### config.mk
export PLATFORM = sky130hd
export DESIGN_NAME = runtime_clock_and_key_toggle
export DESIGN_NICKNAME = d
export VERILOG_FILES = /design/src/hw/rtl/rtck_pkg.sv /design/src/hw/rtl/runtime_clock_and_key_toggle.sv /design/src/hw/rtl/rtck_run_clock.sv
export SDC_FILE = /design/constraint.sdc
export NUM_CORES = 1
export LEC_CHECK = 0
export BUFFER_PORTS_ARGS = -buffer_cell sky130_fd_sc_hd__buf_4
export CORE_ASPECT_RATIO = 0.5
export CORE_MARGIN = 3
export CORE_UTILIZATION = 57
export CTS_BUF_LIST = sky130_fd_sc_hd__clkbuf_8
export DETAILED_ROUTE_END_ITERATION = 8
export PLACE_DENSITY = 0.79
export SLEW_MARGIN = 20
export SYNTH_ARGS = -nofsm -noshare
export SYNTH_HDL_FRONTEND = slang
export SYNTH_SLANG_ARGS = --single-unit
### constraint.sdc
create_clock -name aclk -period 5.4 [get_ports aclk]
set_input_delay 1.08 -clock aclk [delete_from_list [all_inputs] [get_ports aclk]]
set_output_delay 1.08 -clock aclk [all_outputs]
set_load 0.02 [all_outputs]
### src/hw/rtl/rtck_pkg.sv
// Shared types and constants of the run-time clock and key toggle block.
package rtck_pkg;

    localparam logic [1:0] OP_TICK        = 2'd0;
    localparam logic [1:0] OP_POWER_KEY   = 2'd1;
    localparam logic [1:0] OP_RADIO_KEY   = 2'd2;
    localparam logic [1:0] OP_START_DELAY = 2'd3;

    localparam logic [2:0] EV_NONE      = 3'd0;
    localparam logic [2:0] EV_MACHINE_ON  = 3'd1;
    localparam logic [2:0] EV_MACHINE_OFF = 3'd2;
    localparam logic [2:0] EV_RADIO_ON    = 3'd3;
    localparam logic [2:0] EV_RADIO_OFF   = 3'd4;

    localparam logic [1:0] REG_SESSION_LIMIT = 2'd0;
    localparam logic [1:0] REG_TOTAL_LIMIT   = 2'd1;
    localparam logic [1:0] REG_DELAY_MINUTES = 2'd2;

    localparam logic [24:0] TICK_WRAP        = 25'd30000000;
    localparam logic [6:0]  TICKS_PER_SECOND = 7'd100;
    localparam logic [5:0]  LAST_UNIT        = 6'd59;
    localparam logic [10:0] HOLD_MIN         = 11'd500;
    localparam logic [10:0] HOLD_MAX         = 11'd2000;
    localparam logic [6:0]  DELAY_END_MIN    = 7'd80;

    localparam logic [15:0] SESSION_LIMIT_RESET = 16'd9999;
    localparam logic [23:0] TOTAL_LIMIT_RESET   = 24'hFFFFFF;

    typedef struct packed {
        logic [5:0]  seconds;
        logic [5:0]  minutes;
        logic [15:0] run_hours;
        logic [23:0] total_hours;
        logic        delay_active;
        logic [6:0]  delay_remaining;
    } clock_t;

endpackage

### src/hw/rtl/runtime_clock_and_key_toggle.sv
// Top level of the run-time clock and key toggle block.
//
// Input channel s_*: one item per transfer, s_operation selects a 10 ms tick,
// a power-key edge, a bluetooth-key edge or a delay start; s_pin_level is the
// key pin (low pressed, high released). Every item gives exactly one result on
// the m_* channel: machine and bluetooth flags, the event code of the item,
// the free tick count, the run clock and the delay countdown after the item.
// Configuration: cfg_index/cfg_data written on a cfg_valid/cfg_ready transfer
// (0 session hour limit, 1 total hour limit, 2 delay minutes); always ready.
// Each result is registered in the output entry, or in the skid entry while the receiver holds the output entry.
// Throughput: one item per cycle while s_ready is high; all state is updated together at the input transfer.
// A two-entry output buffer holds results while the receiver stalls; s_ready
// drops only once both entries are full, and does not depend on m_ready.
// Reset clears all counters and flags and loads the register defaults.
module runtime_clock_and_key_toggle (
    input  logic        aclk,
    input  logic        aresetn,
    input  logic        s_valid,
    output logic        s_ready,
    input  logic [1:0]  s_operation,
    input  logic        s_pin_level,
    output logic        m_valid,
    input  logic        m_ready,
    output logic        m_machine_on,
    output logic        m_bluetooth_on,
    output logic [2:0]  m_event_code,
    output logic [24:0] m_free_ticks,
    output logic [5:0]  m_run_seconds,
    output logic [5:0]  m_run_minutes,
    output logic [15:0] m_run_hours,
    output logic [23:0] m_total_hours,
    output logic        m_delay_active,
    output logic [6:0]  m_delay_remaining,
    input  logic        cfg_valid,
    output logic        cfg_ready,
    input  logic [1:0]  cfg_index,
    input  logic [23:0] cfg_data
);
    import rtck_pkg::*;

    typedef struct packed {
        logic        machine_on;
        logic        bluetooth_on;
        logic [2:0]  event_code;
        logic [24:0] free_ticks;
        clock_t      clk;
    } result_t;

    logic [15:0] session_limit_reg;
    logic [23:0] total_limit_reg;
    logic [6:0]  delay_minutes_reg;

    logic [24:0] free_tick_reg, free_tick_next;
    logic [24:0] run_tick_reg, run_tick_next;
    logic [6:0]  sub_tick_reg, sub_tick_next;
    logic [10:0] hold_reg, hold_next;
    logic        power_held_reg, power_held_next;
    logic        radio_held_reg, radio_held_next;
    logic        running_reg, running_next;
    logic        radio_reg, radio_next;
    logic [2:0]  event_next;

    logic        accept;
    logic        second_step;
    logic        delay_start;
    clock_t      clk_next;
    result_t     result;

    result_t     out_reg;
    logic        out_valid_reg;
    result_t     skid_reg;
    logic        skid_valid_reg;
    logic        pop;

    assign accept    = s_valid && s_ready;
    assign cfg_ready = 1'b1;

    always_comb begin
        free_tick_next  = free_tick_reg;
        run_tick_next   = run_tick_reg;
        sub_tick_next   = sub_tick_reg;
        hold_next       = hold_reg;
        power_held_next = power_held_reg;
        radio_held_next = radio_held_reg;
        running_next    = running_reg;
        radio_next      = radio_reg;
        event_next      = EV_NONE;
        second_step     = 1'b0;
        delay_start     = 1'b0;
        if (accept) begin
            unique case (s_operation)
                OP_TICK: begin
                    free_tick_next = (free_tick_reg >= TICK_WRAP) ? 25'd0
                                                                  : free_tick_reg + 25'd1;
                    if (running_reg) begin
                        if (run_tick_reg >= TICK_WRAP) begin
                            run_tick_next = '0;
                            sub_tick_next = '0;
                        end else begin
                            run_tick_next = run_tick_reg + 25'd1;
                            sub_tick_next = (sub_tick_reg == TICKS_PER_SECOND - 7'd1)
                                            ? 7'd0 : sub_tick_reg + 7'd1;
                        end
                        second_step = (sub_tick_next == 7'd0);
                    end
                    if (radio_held_reg) begin
                        hold_next = (hold_reg >= HOLD_MAX) ? HOLD_MAX : hold_reg + 11'd1;
                    end
                end
                OP_POWER_KEY: begin
                    if (!s_pin_level && !power_held_reg) begin
                        power_held_next = 1'b1;
                    end else if (s_pin_level && power_held_reg) begin
                        power_held_next = 1'b0;
                        running_next    = !running_reg;
                        event_next      = running_reg ? EV_MACHINE_OFF : EV_MACHINE_ON;
                    end
                end
                OP_RADIO_KEY: begin
                    if (!s_pin_level && !radio_held_reg) begin
                        radio_held_next = 1'b1;
                    end else if (s_pin_level && radio_held_reg) begin
                        radio_held_next = 1'b0;
                        hold_next       = '0;
                        if (hold_reg >= HOLD_MIN) begin
                            radio_next = !radio_reg;
                            event_next = radio_reg ? EV_RADIO_OFF : EV_RADIO_ON;
                        end
                    end
                end
                OP_START_DELAY: begin
                    delay_start = 1'b1;
                end
                default: begin
                end
            endcase
        end
    end

    rtck_run_clock u_run_clock (
        .aclk          (aclk),
        .aresetn       (aresetn),
        .second_step   (second_step),
        .delay_start   (delay_start),
        .session_limit (session_limit_reg),
        .total_limit   (total_limit_reg),
        .delay_minutes (delay_minutes_reg),
        .clk_next      (clk_next)
    );

    assign result.machine_on   = running_next;
    assign result.bluetooth_on = radio_next;
    assign result.event_code   = event_next;
    assign result.free_ticks   = free_tick_next;
    assign result.clk          = clk_next;

    always_ff @(posedge aclk) begin
        if (!aresetn) begin
            session_limit_reg <= SESSION_LIMIT_RESET;
            total_limit_reg   <= TOTAL_LIMIT_RESET;
            delay_minutes_reg <= '0;
        end else if (cfg_valid && cfg_ready) begin
            unique case (cfg_index)
                REG_SESSION_LIMIT: session_limit_reg <= cfg_data[15:0];
                REG_TOTAL_LIMIT:   total_limit_reg   <= cfg_data;
                REG_DELAY_MINUTES: delay_minutes_reg <= cfg_data[6:0];
                default: begin
                end
            endcase
        end
    end

    always_ff @(posedge aclk) begin
        if (!aresetn) begin
            free_tick_reg  <= '0;
            run_tick_reg   <= '0;
            sub_tick_reg   <= '0;
            hold_reg       <= '0;
            power_held_reg <= 1'b0;
            radio_held_reg <= 1'b0;
            running_reg    <= 1'b0;
            radio_reg      <= 1'b0;
        end else begin
            free_tick_reg  <= free_tick_next;
            run_tick_reg   <= run_tick_next;
            sub_tick_reg   <= sub_tick_next;
            hold_reg       <= hold_next;
            power_held_reg <= power_held_next;
            radio_held_reg <= radio_held_next;
            running_reg    <= running_next;
            radio_reg      <= radio_next;
        end
    end

    assign pop     = out_valid_reg && m_ready;
    assign s_ready = !skid_valid_reg;

    always_ff @(posedge aclk) begin
        if (!aresetn) begin
            out_valid_reg  <= 1'b0;
            skid_valid_reg <= 1'b0;
        end else if (pop || !out_valid_reg) begin
            if (skid_valid_reg) begin
                out_valid_reg  <= 1'b1;
                skid_valid_reg <= accept;
            end else begin
                out_valid_reg  <= accept;
            end
        end else if (accept) begin
            skid_valid_reg <= 1'b1;
        end
    end

    always_ff @(posedge aclk) begin
        if (pop || !out_valid_reg) begin
            if (skid_valid_reg) begin
                out_reg <= skid_reg;
                if (accept) begin
                    skid_reg <= result;
                end
            end else if (accept) begin
                out_reg <= result;
            end
        end else if (accept) begin
            skid_reg <= result;
        end
    end

    assign m_valid           = out_valid_reg;
    assign m_machine_on      = out_reg.machine_on;
    assign m_bluetooth_on    = out_reg.bluetooth_on;
    assign m_event_code      = out_reg.event_code;
    assign m_free_ticks      = out_reg.free_ticks;
    assign m_run_seconds     = out_reg.clk.seconds;
    assign m_run_minutes     = out_reg.clk.minutes;
    assign m_run_hours       = out_reg.clk.run_hours;
    assign m_total_hours     = out_reg.clk.total_hours;
    assign m_delay_active    = out_reg.clk.delay_active;
    assign m_delay_remaining = out_reg.clk.delay_remaining;

    a_skid_behind_out: assert property (@(posedge aclk) disable iff (!aresetn)
        skid_valid_reg |-> out_valid_reg)
        else $error("skid entry valid while output entry empty");

    a_hold_range: assert property (@(posedge aclk) disable iff (!aresetn)
        hold_reg <= HOLD_MAX && sub_tick_reg < TICKS_PER_SECOND)
        else $error("hold or sub-second count out of range");

    a_hold_only_held: assert property (@(posedge aclk) disable iff (!aresetn)
        !radio_held_reg |-> hold_reg == 11'd0)
        else $error("hold time counted without key held");

    a_event_flag: assert property (@(posedge aclk) disable iff (!aresetn)
        out_valid_reg && out_reg.event_code == EV_MACHINE_ON |-> out_reg.machine_on)
        else $error("machine on event with machine flag low");

endmodule

### src/hw/rtl/rtck_run_clock.sv
// Run clock: seconds, minutes, saturating hours and the delay countdown.
module rtck_run_clock (
    input  logic                 aclk,
    input  logic                 aresetn,
    input  logic                 second_step,
    input  logic                 delay_start,
    input  logic [15:0]          session_limit,
    input  logic [23:0]          total_limit,
    input  logic [6:0]           delay_minutes,
    output rtck_pkg::clock_t     clk_next
);
    import rtck_pkg::*;

    logic [5:0]  sec_reg, sec_next;
    logic [5:0]  min_reg, min_next;
    logic [15:0] sess_reg, sess_next;
    logic [23:0] tot_reg, tot_next;
    logic        dly_run_reg, dly_run_next;
    logic [5:0]  dly_sec_reg, dly_sec_next;
    logic [6:0]  dly_min_reg, dly_min_next;
    logic [6:0]  dly_left_reg, dly_left_next;

    always_comb begin
        sec_next      = sec_reg;
        min_next      = min_reg;
        sess_next     = sess_reg;
        tot_next      = tot_reg;
        dly_run_next  = dly_run_reg;
        dly_sec_next  = dly_sec_reg;
        dly_min_next  = dly_min_reg;
        dly_left_next = dly_left_reg;
        if (second_step) begin
            if (sec_reg == LAST_UNIT) begin
                sec_next = '0;
                if (min_reg == LAST_UNIT) begin
                    min_next  = '0;
                    sess_next = (sess_reg >= session_limit) ? session_limit
                                                            : sess_reg + 16'd1;
                    tot_next  = (tot_reg >= total_limit) ? total_limit
                                                         : tot_reg + 24'd1;
                end else begin
                    min_next = min_reg + 6'd1;
                end
            end else begin
                sec_next = sec_reg + 6'd1;
            end
            if (dly_run_reg) begin
                if (dly_sec_reg == LAST_UNIT) begin
                    dly_sec_next = '0;
                    dly_min_next = dly_min_reg + 7'd1;
                end else begin
                    dly_sec_next = dly_sec_reg + 6'd1;
                end
                dly_left_next = (dly_min_next >= delay_minutes) ? 7'd0
                                                                : delay_minutes - dly_min_next;
                if (dly_min_next == DELAY_END_MIN && dly_sec_next == 6'd0) begin
                    dly_min_next = '0;
                    dly_run_next = 1'b0;
                end
            end
        end else if (delay_start) begin
            dly_run_next  = 1'b1;
            dly_sec_next  = '0;
            dly_min_next  = '0;
            dly_left_next = delay_minutes;
        end
    end

    always_ff @(posedge aclk) begin
        if (!aresetn) begin
            sec_reg      <= '0;
            min_reg      <= '0;
            sess_reg     <= '0;
            tot_reg      <= '0;
            dly_run_reg  <= 1'b0;
            dly_sec_reg  <= '0;
            dly_min_reg  <= '0;
            dly_left_reg <= '0;
        end else begin
            sec_reg      <= sec_next;
            min_reg      <= min_next;
            sess_reg     <= sess_next;
            tot_reg      <= tot_next;
            dly_run_reg  <= dly_run_next;
            dly_sec_reg  <= dly_sec_next;
            dly_min_reg  <= dly_min_next;
            dly_left_reg <= dly_left_next;
        end
    end

    assign clk_next.seconds         = sec_next;
    assign clk_next.minutes         = min_next;
    assign clk_next.run_hours       = sess_next;
    assign clk_next.total_hours     = tot_next;
    assign clk_next.delay_active    = dly_run_next;
    assign clk_next.delay_remaining = dly_left_next;

    a_sec_range: assert property (@(posedge aclk) disable iff (!aresetn)
        sec_reg <= LAST_UNIT && min_reg <= LAST_UNIT && dly_sec_reg <= LAST_UNIT)
        else $error("run clock unit out of range");

    a_delay_idle_clear: assert property (@(posedge aclk) disable iff (!aresetn)
        !dly_run_reg |-> (dly_min_reg == 7'd0 && dly_sec_reg == 6'd0))
        else $error("delay counters not cleared while idle");

endmodule

# [After elaboration in Yosys (flattened, before gate mapping)]
# Cells that the tools add are included.
[word_totals] reg_bits=374 inputBits=34 out_inout_bits=93 wordCells=191
[op_classes] n_addsub=11 order_cmp=7 eq_ne=15 n_mux=83 n_reduce_logical=34
[ops] op="$mux W90" count=5
[ops] op="$mux W7" count=16
[ops] op="$mux W25" count=4
[ops] op="$mux W24" count=4
[ops] op="$mux W6" count=11
[ops] op="$mux W16" count=4
[ops] op="$add A25 B1 Y25 const B" count=2
[ops] op="$ge A25 B25 Y1 const B" count=2
[ops] op="$mux W11" count=4
[ops] op="$mux W1" count=26
[ops] op="$add A24 B1 Y24 const B" count=1
[ops] op="$ge A24 B24 Y1" count=1
[ops] op="$pmux W11 S2" count=1
[ops] op="$add A6 B1 Y6 const B" count=3
[ops] op="$eq A6 B6 Y1 const B" count=3
[ops] op="$add A16 B1 Y16 const B" count=1
[ops] op="$ge A16 B16 Y1" count=1
[ops] op="$add A7 B1 Y7 const B" count=2
[ops] op="$eq A7 B7 Y1 const B" count=2
[ops] op="$mux W3" count=4
[ops] op="$reduce_bool A2 Y1" count=6
[ops] op="$add A11 B1 Y11 const B" count=1
[ops] op="$ge A11 B11 Y1 const B" count=1
[ops] op="$ge A11 B9 Y1 const B" count=1
[ops] op="other kinds (17)" count=44

# [Logic depth before layout (Yosys ltp)]
[depth] ltp_word=19 depth_mapped=15 depth_no_buf=14

# [By module]
# A second synthesis with hierarchy kept.
[unflattened] hier_cells=1842 area_unflattened_um2=18474.0
[modules_own_cells] module="runtime_clock_and_key_toggle" instances=1 cells_per_inst=1040 area_per_inst_um2=12226.7 seq_area_each_um2=7827.5
[modules_own_cells] module="rtck_run_clock" instances=1 cells_per_inst=802 area_per_inst_um2=6247.2 seq_area_each_um2=1461.4

# [Worst setup path after synthesis]
# Ideal clock, no wire load.
[synth_timing] kind="input -> register" startpoint="input port s_valid" endpoint="register skid_reg[0] in the netlist's numbering (enable)" setup_time_ns=0.539 arrival_time_ns=5.102 required_time_ns=4.861 slack_ns=-0.242 cell_stages=3 n_path_buf=1 path_cell_list="nand2b_1 -> clkbuf_1 -> nor2_1"
[synth_rtl] item="start: declaration" line="runtime_clock_and_key_toggle.sv:18" rtl="input logic s_valid,"
[synth_rtl] item="end signal: assignment" line="runtime_clock_and_key_toggle.sv:219" rtl="skid_reg <= result;"
[synth_rtl] item="end signal: assignment" line="runtime_clock_and_key_toggle.sv:225" rtl="skid_reg <= result;"
[synth_rtl] item="end: declaration" line="runtime_clock_and_key_toggle.sv:71" rtl="result_t skid_reg;"

==> results.md <==
- The horizontal die dimension is ~260 um.
- The register with the most flip-flops in the layout has 90 of them.
- Once the floorplan was initialized, standard cells occupied 58.5% of the core.
- The number of gates resized after CTS is 0.
- For the pin with the worst max-slew slack, the measured transition is roughly 1100 ps.
- From bottom edge to top edge, the die measures 131 um.
- The area growth from synthesis to layout is 12.6%.
- For this run, design rule violations remaining after detail routing come to 0.
- The startpoint of the worst-slack reg-to-reg timing path is u_run_clock.dly_sec_reg[0]$_SDFFE_PN0P_.
- The worst hold slack after final layout is 462 ps.
- The cell area after synthesis is 17,900 um^2.
- Clock tree synthesis found a total of 374 sinks.
- The routability congestion estimate from global placement is 0.894.
- The finished layout holds 2,423 standard cells, fillers aside.
- The average wire per cell in the routed design is 17.1 um.
- The first-pass GRT wire length is 66,900 um.
- The worst path buffer plus inverter count is 1.
- STA classifies the critical path endpoint as a flop.
- The number of nets in the synthesized netlist is 1,952.
- The layout has 2,489 filler cells.
- The tree is rooted in a clkbuf_8.
- The main flop type after synthesis is dfxtp_1.
- Walking the worst path, the cells encountered are ha_1, nand2_1, nor3_1, buf_4, mux2i_1, ha_1, nor2b_1, o21a_1, o21a_1, o21ai_0, a21bo_2, a211oi_2, a221o_1, mux2_2.
- By area the synthesized netlist is led by edfxtp_1, dfxtp_1, ha_1.
- For this design the static power due to leakage is 8.13 nW.
- The number of instances in the synthesized netlist is 1,844.
- Sequential elements use 51.8% of the synthesized area.
- The cell family contributing the most delay on the critical path is compound AO/OA/AOI/OAI gates.
- The core box area is 30,600 um^2.
- The power density of the placed cells is 268 nW/um^2.
- The clock latency reported for the late side of the worst-skew pair is roughly 620 ps.
- The post-layout minimum cycle time is 3850 ps.
- Setup repair after global routing left no endpoint under its margin.
- The total number of H-tree levels is 2.
- For this run, the number of Yosys warnings is 0.
- The worst endpoint data arrival time is about 4200 ps.
- The count of TritonRoute iterations in the first routing pass is 6.
- The tightest min-delay check is of the flop to flop type.
- Static timing analysis puts the maximum clock frequency at 0.260 GHz.
- The total global-route track usage is 24.1%.
- A synthesized cell averages approximately 9.7 um^2.
- The peak fanout along the critical path is 12.
- The number of antenna violations at the first check in global routing came to 0.
- Max-cap violations in this run came to 0.
- The number of primary I/O pins is 127.
- The startpoint kind of the worst setup timing path is a flop.
- For this block, the initial DRC count from the detailed router was 1,305.
- The number of placed instances with taps included is 2,327.
- Counting flops and latches in the post-synthesis netlist gives 374.
- The required time at the worst-slack endpoint is 5750 ps.
- The worst-case IR drop observed on VDD is 0.000172 V.
- The slowest cell on the critical path is dfxtp_1.
- The setup total negative slack is 0 ps.
- During placement, the flow inserted port buffers numbering approximately 130.
- In this run the worst setup path begins at u_run_clock.dly_sec_reg[0]$_SDFFE_PN0P_.
- Once detail routing completed, the nets flagged for antenna violations numbered 0.
- In this design, the stage delay of the slowest critical-path cell is between 400 and 500 ps.
- After clock tree synthesis, the clock-pin slew on the worst setup and hold paths is about 70 ps.
- The overall overflow remaining after global route is 0.
- The startpoint of the worst hold path is session_limit_reg[5]$_SDFFE_PN0P_.
- In this run, synthesis inferred 180 flip-flops with an integrated enable.
- Counting along the longest clock path gives a buffer depth of 3.
- The antenna diode instance count is 0.
- The number of nets in the finished design is 2,065.
- The count of vias placed by the detailed router is 13,988.
- The portion of synthesized cell area occupied by the leading cell type is 30.1%.
- The largest clock skew in the final design is between 30 and 40 ps.
- Headroom to the max-slew limit came out at 28.7%.
- In this run, distinct cell masters in the synthesized netlist total between 70 and 80.
- The biggest area consumer among synthesized cells is edfxtp_1.
- Once layout is complete, the utilization of the core stands at between 60% and 70%.
- After detailed routing, the number of vias per cell comes to 5.77.
- The die covers 33,700 um^2.
- The max-slew violation count was 0.
- Post-CTS timing repair inserted 0 buffers for setup.
- Setup violations remaining at the end of the flow were counted as 0.
- The post-route netlist has between 10 and 15% of its cells at a drive strength greater than 1.
- The routed wire length is 41,400 um.
- The run finished with clean final reports.
- Buffers inserted to repair hold after CTS numbered 0.
- The clock tree from TritonCTS is yes.
- The HPWL after detailed placement is 28,100 um.
- The final hold violation count was 0.
- The number of global-route vias before repair is 13,114.
- The post-route total power is 0.00542 W.
- The largest net degree at the start of global routing is 84.
- The worst path uses 71.3% of the clock period.
- Counting the buffers created by CTS gives 51.
- The standard-cell row count is 45.
- The async set or reset register ratio after synthesis is 0%.
- The kind of critical path is flop to flop.
[worst min-delay path, stage by stage, from the launching register on]
cell and delay (ps):
dfxtp_1 310, nand2_1 50, a21oi_1 50
[cells in the mapped netlist, types with 9 or more instances]
cell type / instances
nand2_1: 208
dfxtp_1: 194
edfxtp_1: 180
nor2_1: 171
a21oi_1: 117
inv_1: 109
o21ai_0: 105
clkbuf_1: 78
ha_1: 73
nand3_1: 58
and2_1: 55
mux2_2: 47
nor3_1: 40
nand4_1: 35
o211ai_1: 34
and3_1: 33
xor2_1: 30
o31ai_1: 19
xnor2_1: 16
or3_1: 15
a22o_1: 14
a31oi_1: 13
mux2i_1: 13
a221o_1: 12
nor2b_1: 12
o22ai_1: 11
nand2b_1: 10
nor4_1: 9
[power breakdown]
part	total (W)	leakage, nW	switching (W)	internal [W]
logic	0.000338	4.34	0.000220	0.000119
clock network	0.00200	0.562	0.00107	0.000938
registers	0.00308	3.22	0.0000316	0.00304
[routing by layer]
layer  track usage [%]  vias to the layer above  part of all wire [%]
li1                  -                     6818                     -
met1              34.3                     6655                    46
met2              38.0                      436                    45
met3              4.43                       79                   6.5
met4              6.79                        0                   2.3
met5                 0                        -                     0
[kinds of logic (layout without fill, tap and decap cells)]
logic type      after synthesis  after routing  share of synthesized area (%)
buf+inv                     202            358                           4.36
compound gates              399            399                           14.3
other cells                   1              1                         0.0209
mux                          60             60                           3.68
xor+xnor                     46             46                           2.25
simple gates                688            688                           18.4
fa+ha+maj                    74             74                           5.21
flops                       374            374                           51.8
[placed cells by master (no fill, tap or decap), drive strengths merged, types with 15 or more instances in the layout]
cell	netlist	layout
dfxtp	194	194
xnor2	16	16
o31ai	19	19
nand4	35	35
and3	33	33
inv	109	136
or3	15	15
buf	13	152
o211ai	34	34
clkbuf	79	55
nor2	173	173
nand2	208	208
mux2	47	47
nor3	42	42
xor2	30	30
nand3	60	60
edfxtp	180	180
ha	73	73
and2	62	62
a21oi	117	117
o21ai	110	110
[path summary, 6_finish.rpt]
kind,to,slack (ps),depth (start not counted)
min,session_limit_reg[5]$_SDFFE_PN0P_,460,2
max reg2reg,m_delay_remaining[5]$_DFFE_PP_,1550,14
max,m_delay_remaining[5]$_DFFE_PP_,1550,14
min reg2reg,session_limit_reg[5]$_SDFFE_PN0P_,460,2
[area by class of cell]
cell class | instances | area [um^2] | share of cell area [%]
repair buffers | 152 | 1140 | 5.65
flip-flops and latches | 374 | 9290 | 46.0
clock inverters | 41 | 168 | 0.831
clock buffers | 55 | 757 | 3.75
inverters | 110 | 414 | 2.05
well taps | 423 | 529 | 2.62
multi-input cells | 1268 | 7890 | 39.1
[metrics by stage]
stage	cell area, um^2	worst slack, ps
final	20200	1550
after floorplan	17900	1280
after global placement	19300	1190
after global routing	20200	1270
after detailed placement	19300	1090
after CTS	20200	1570
(Power assumes the default switching activity.)
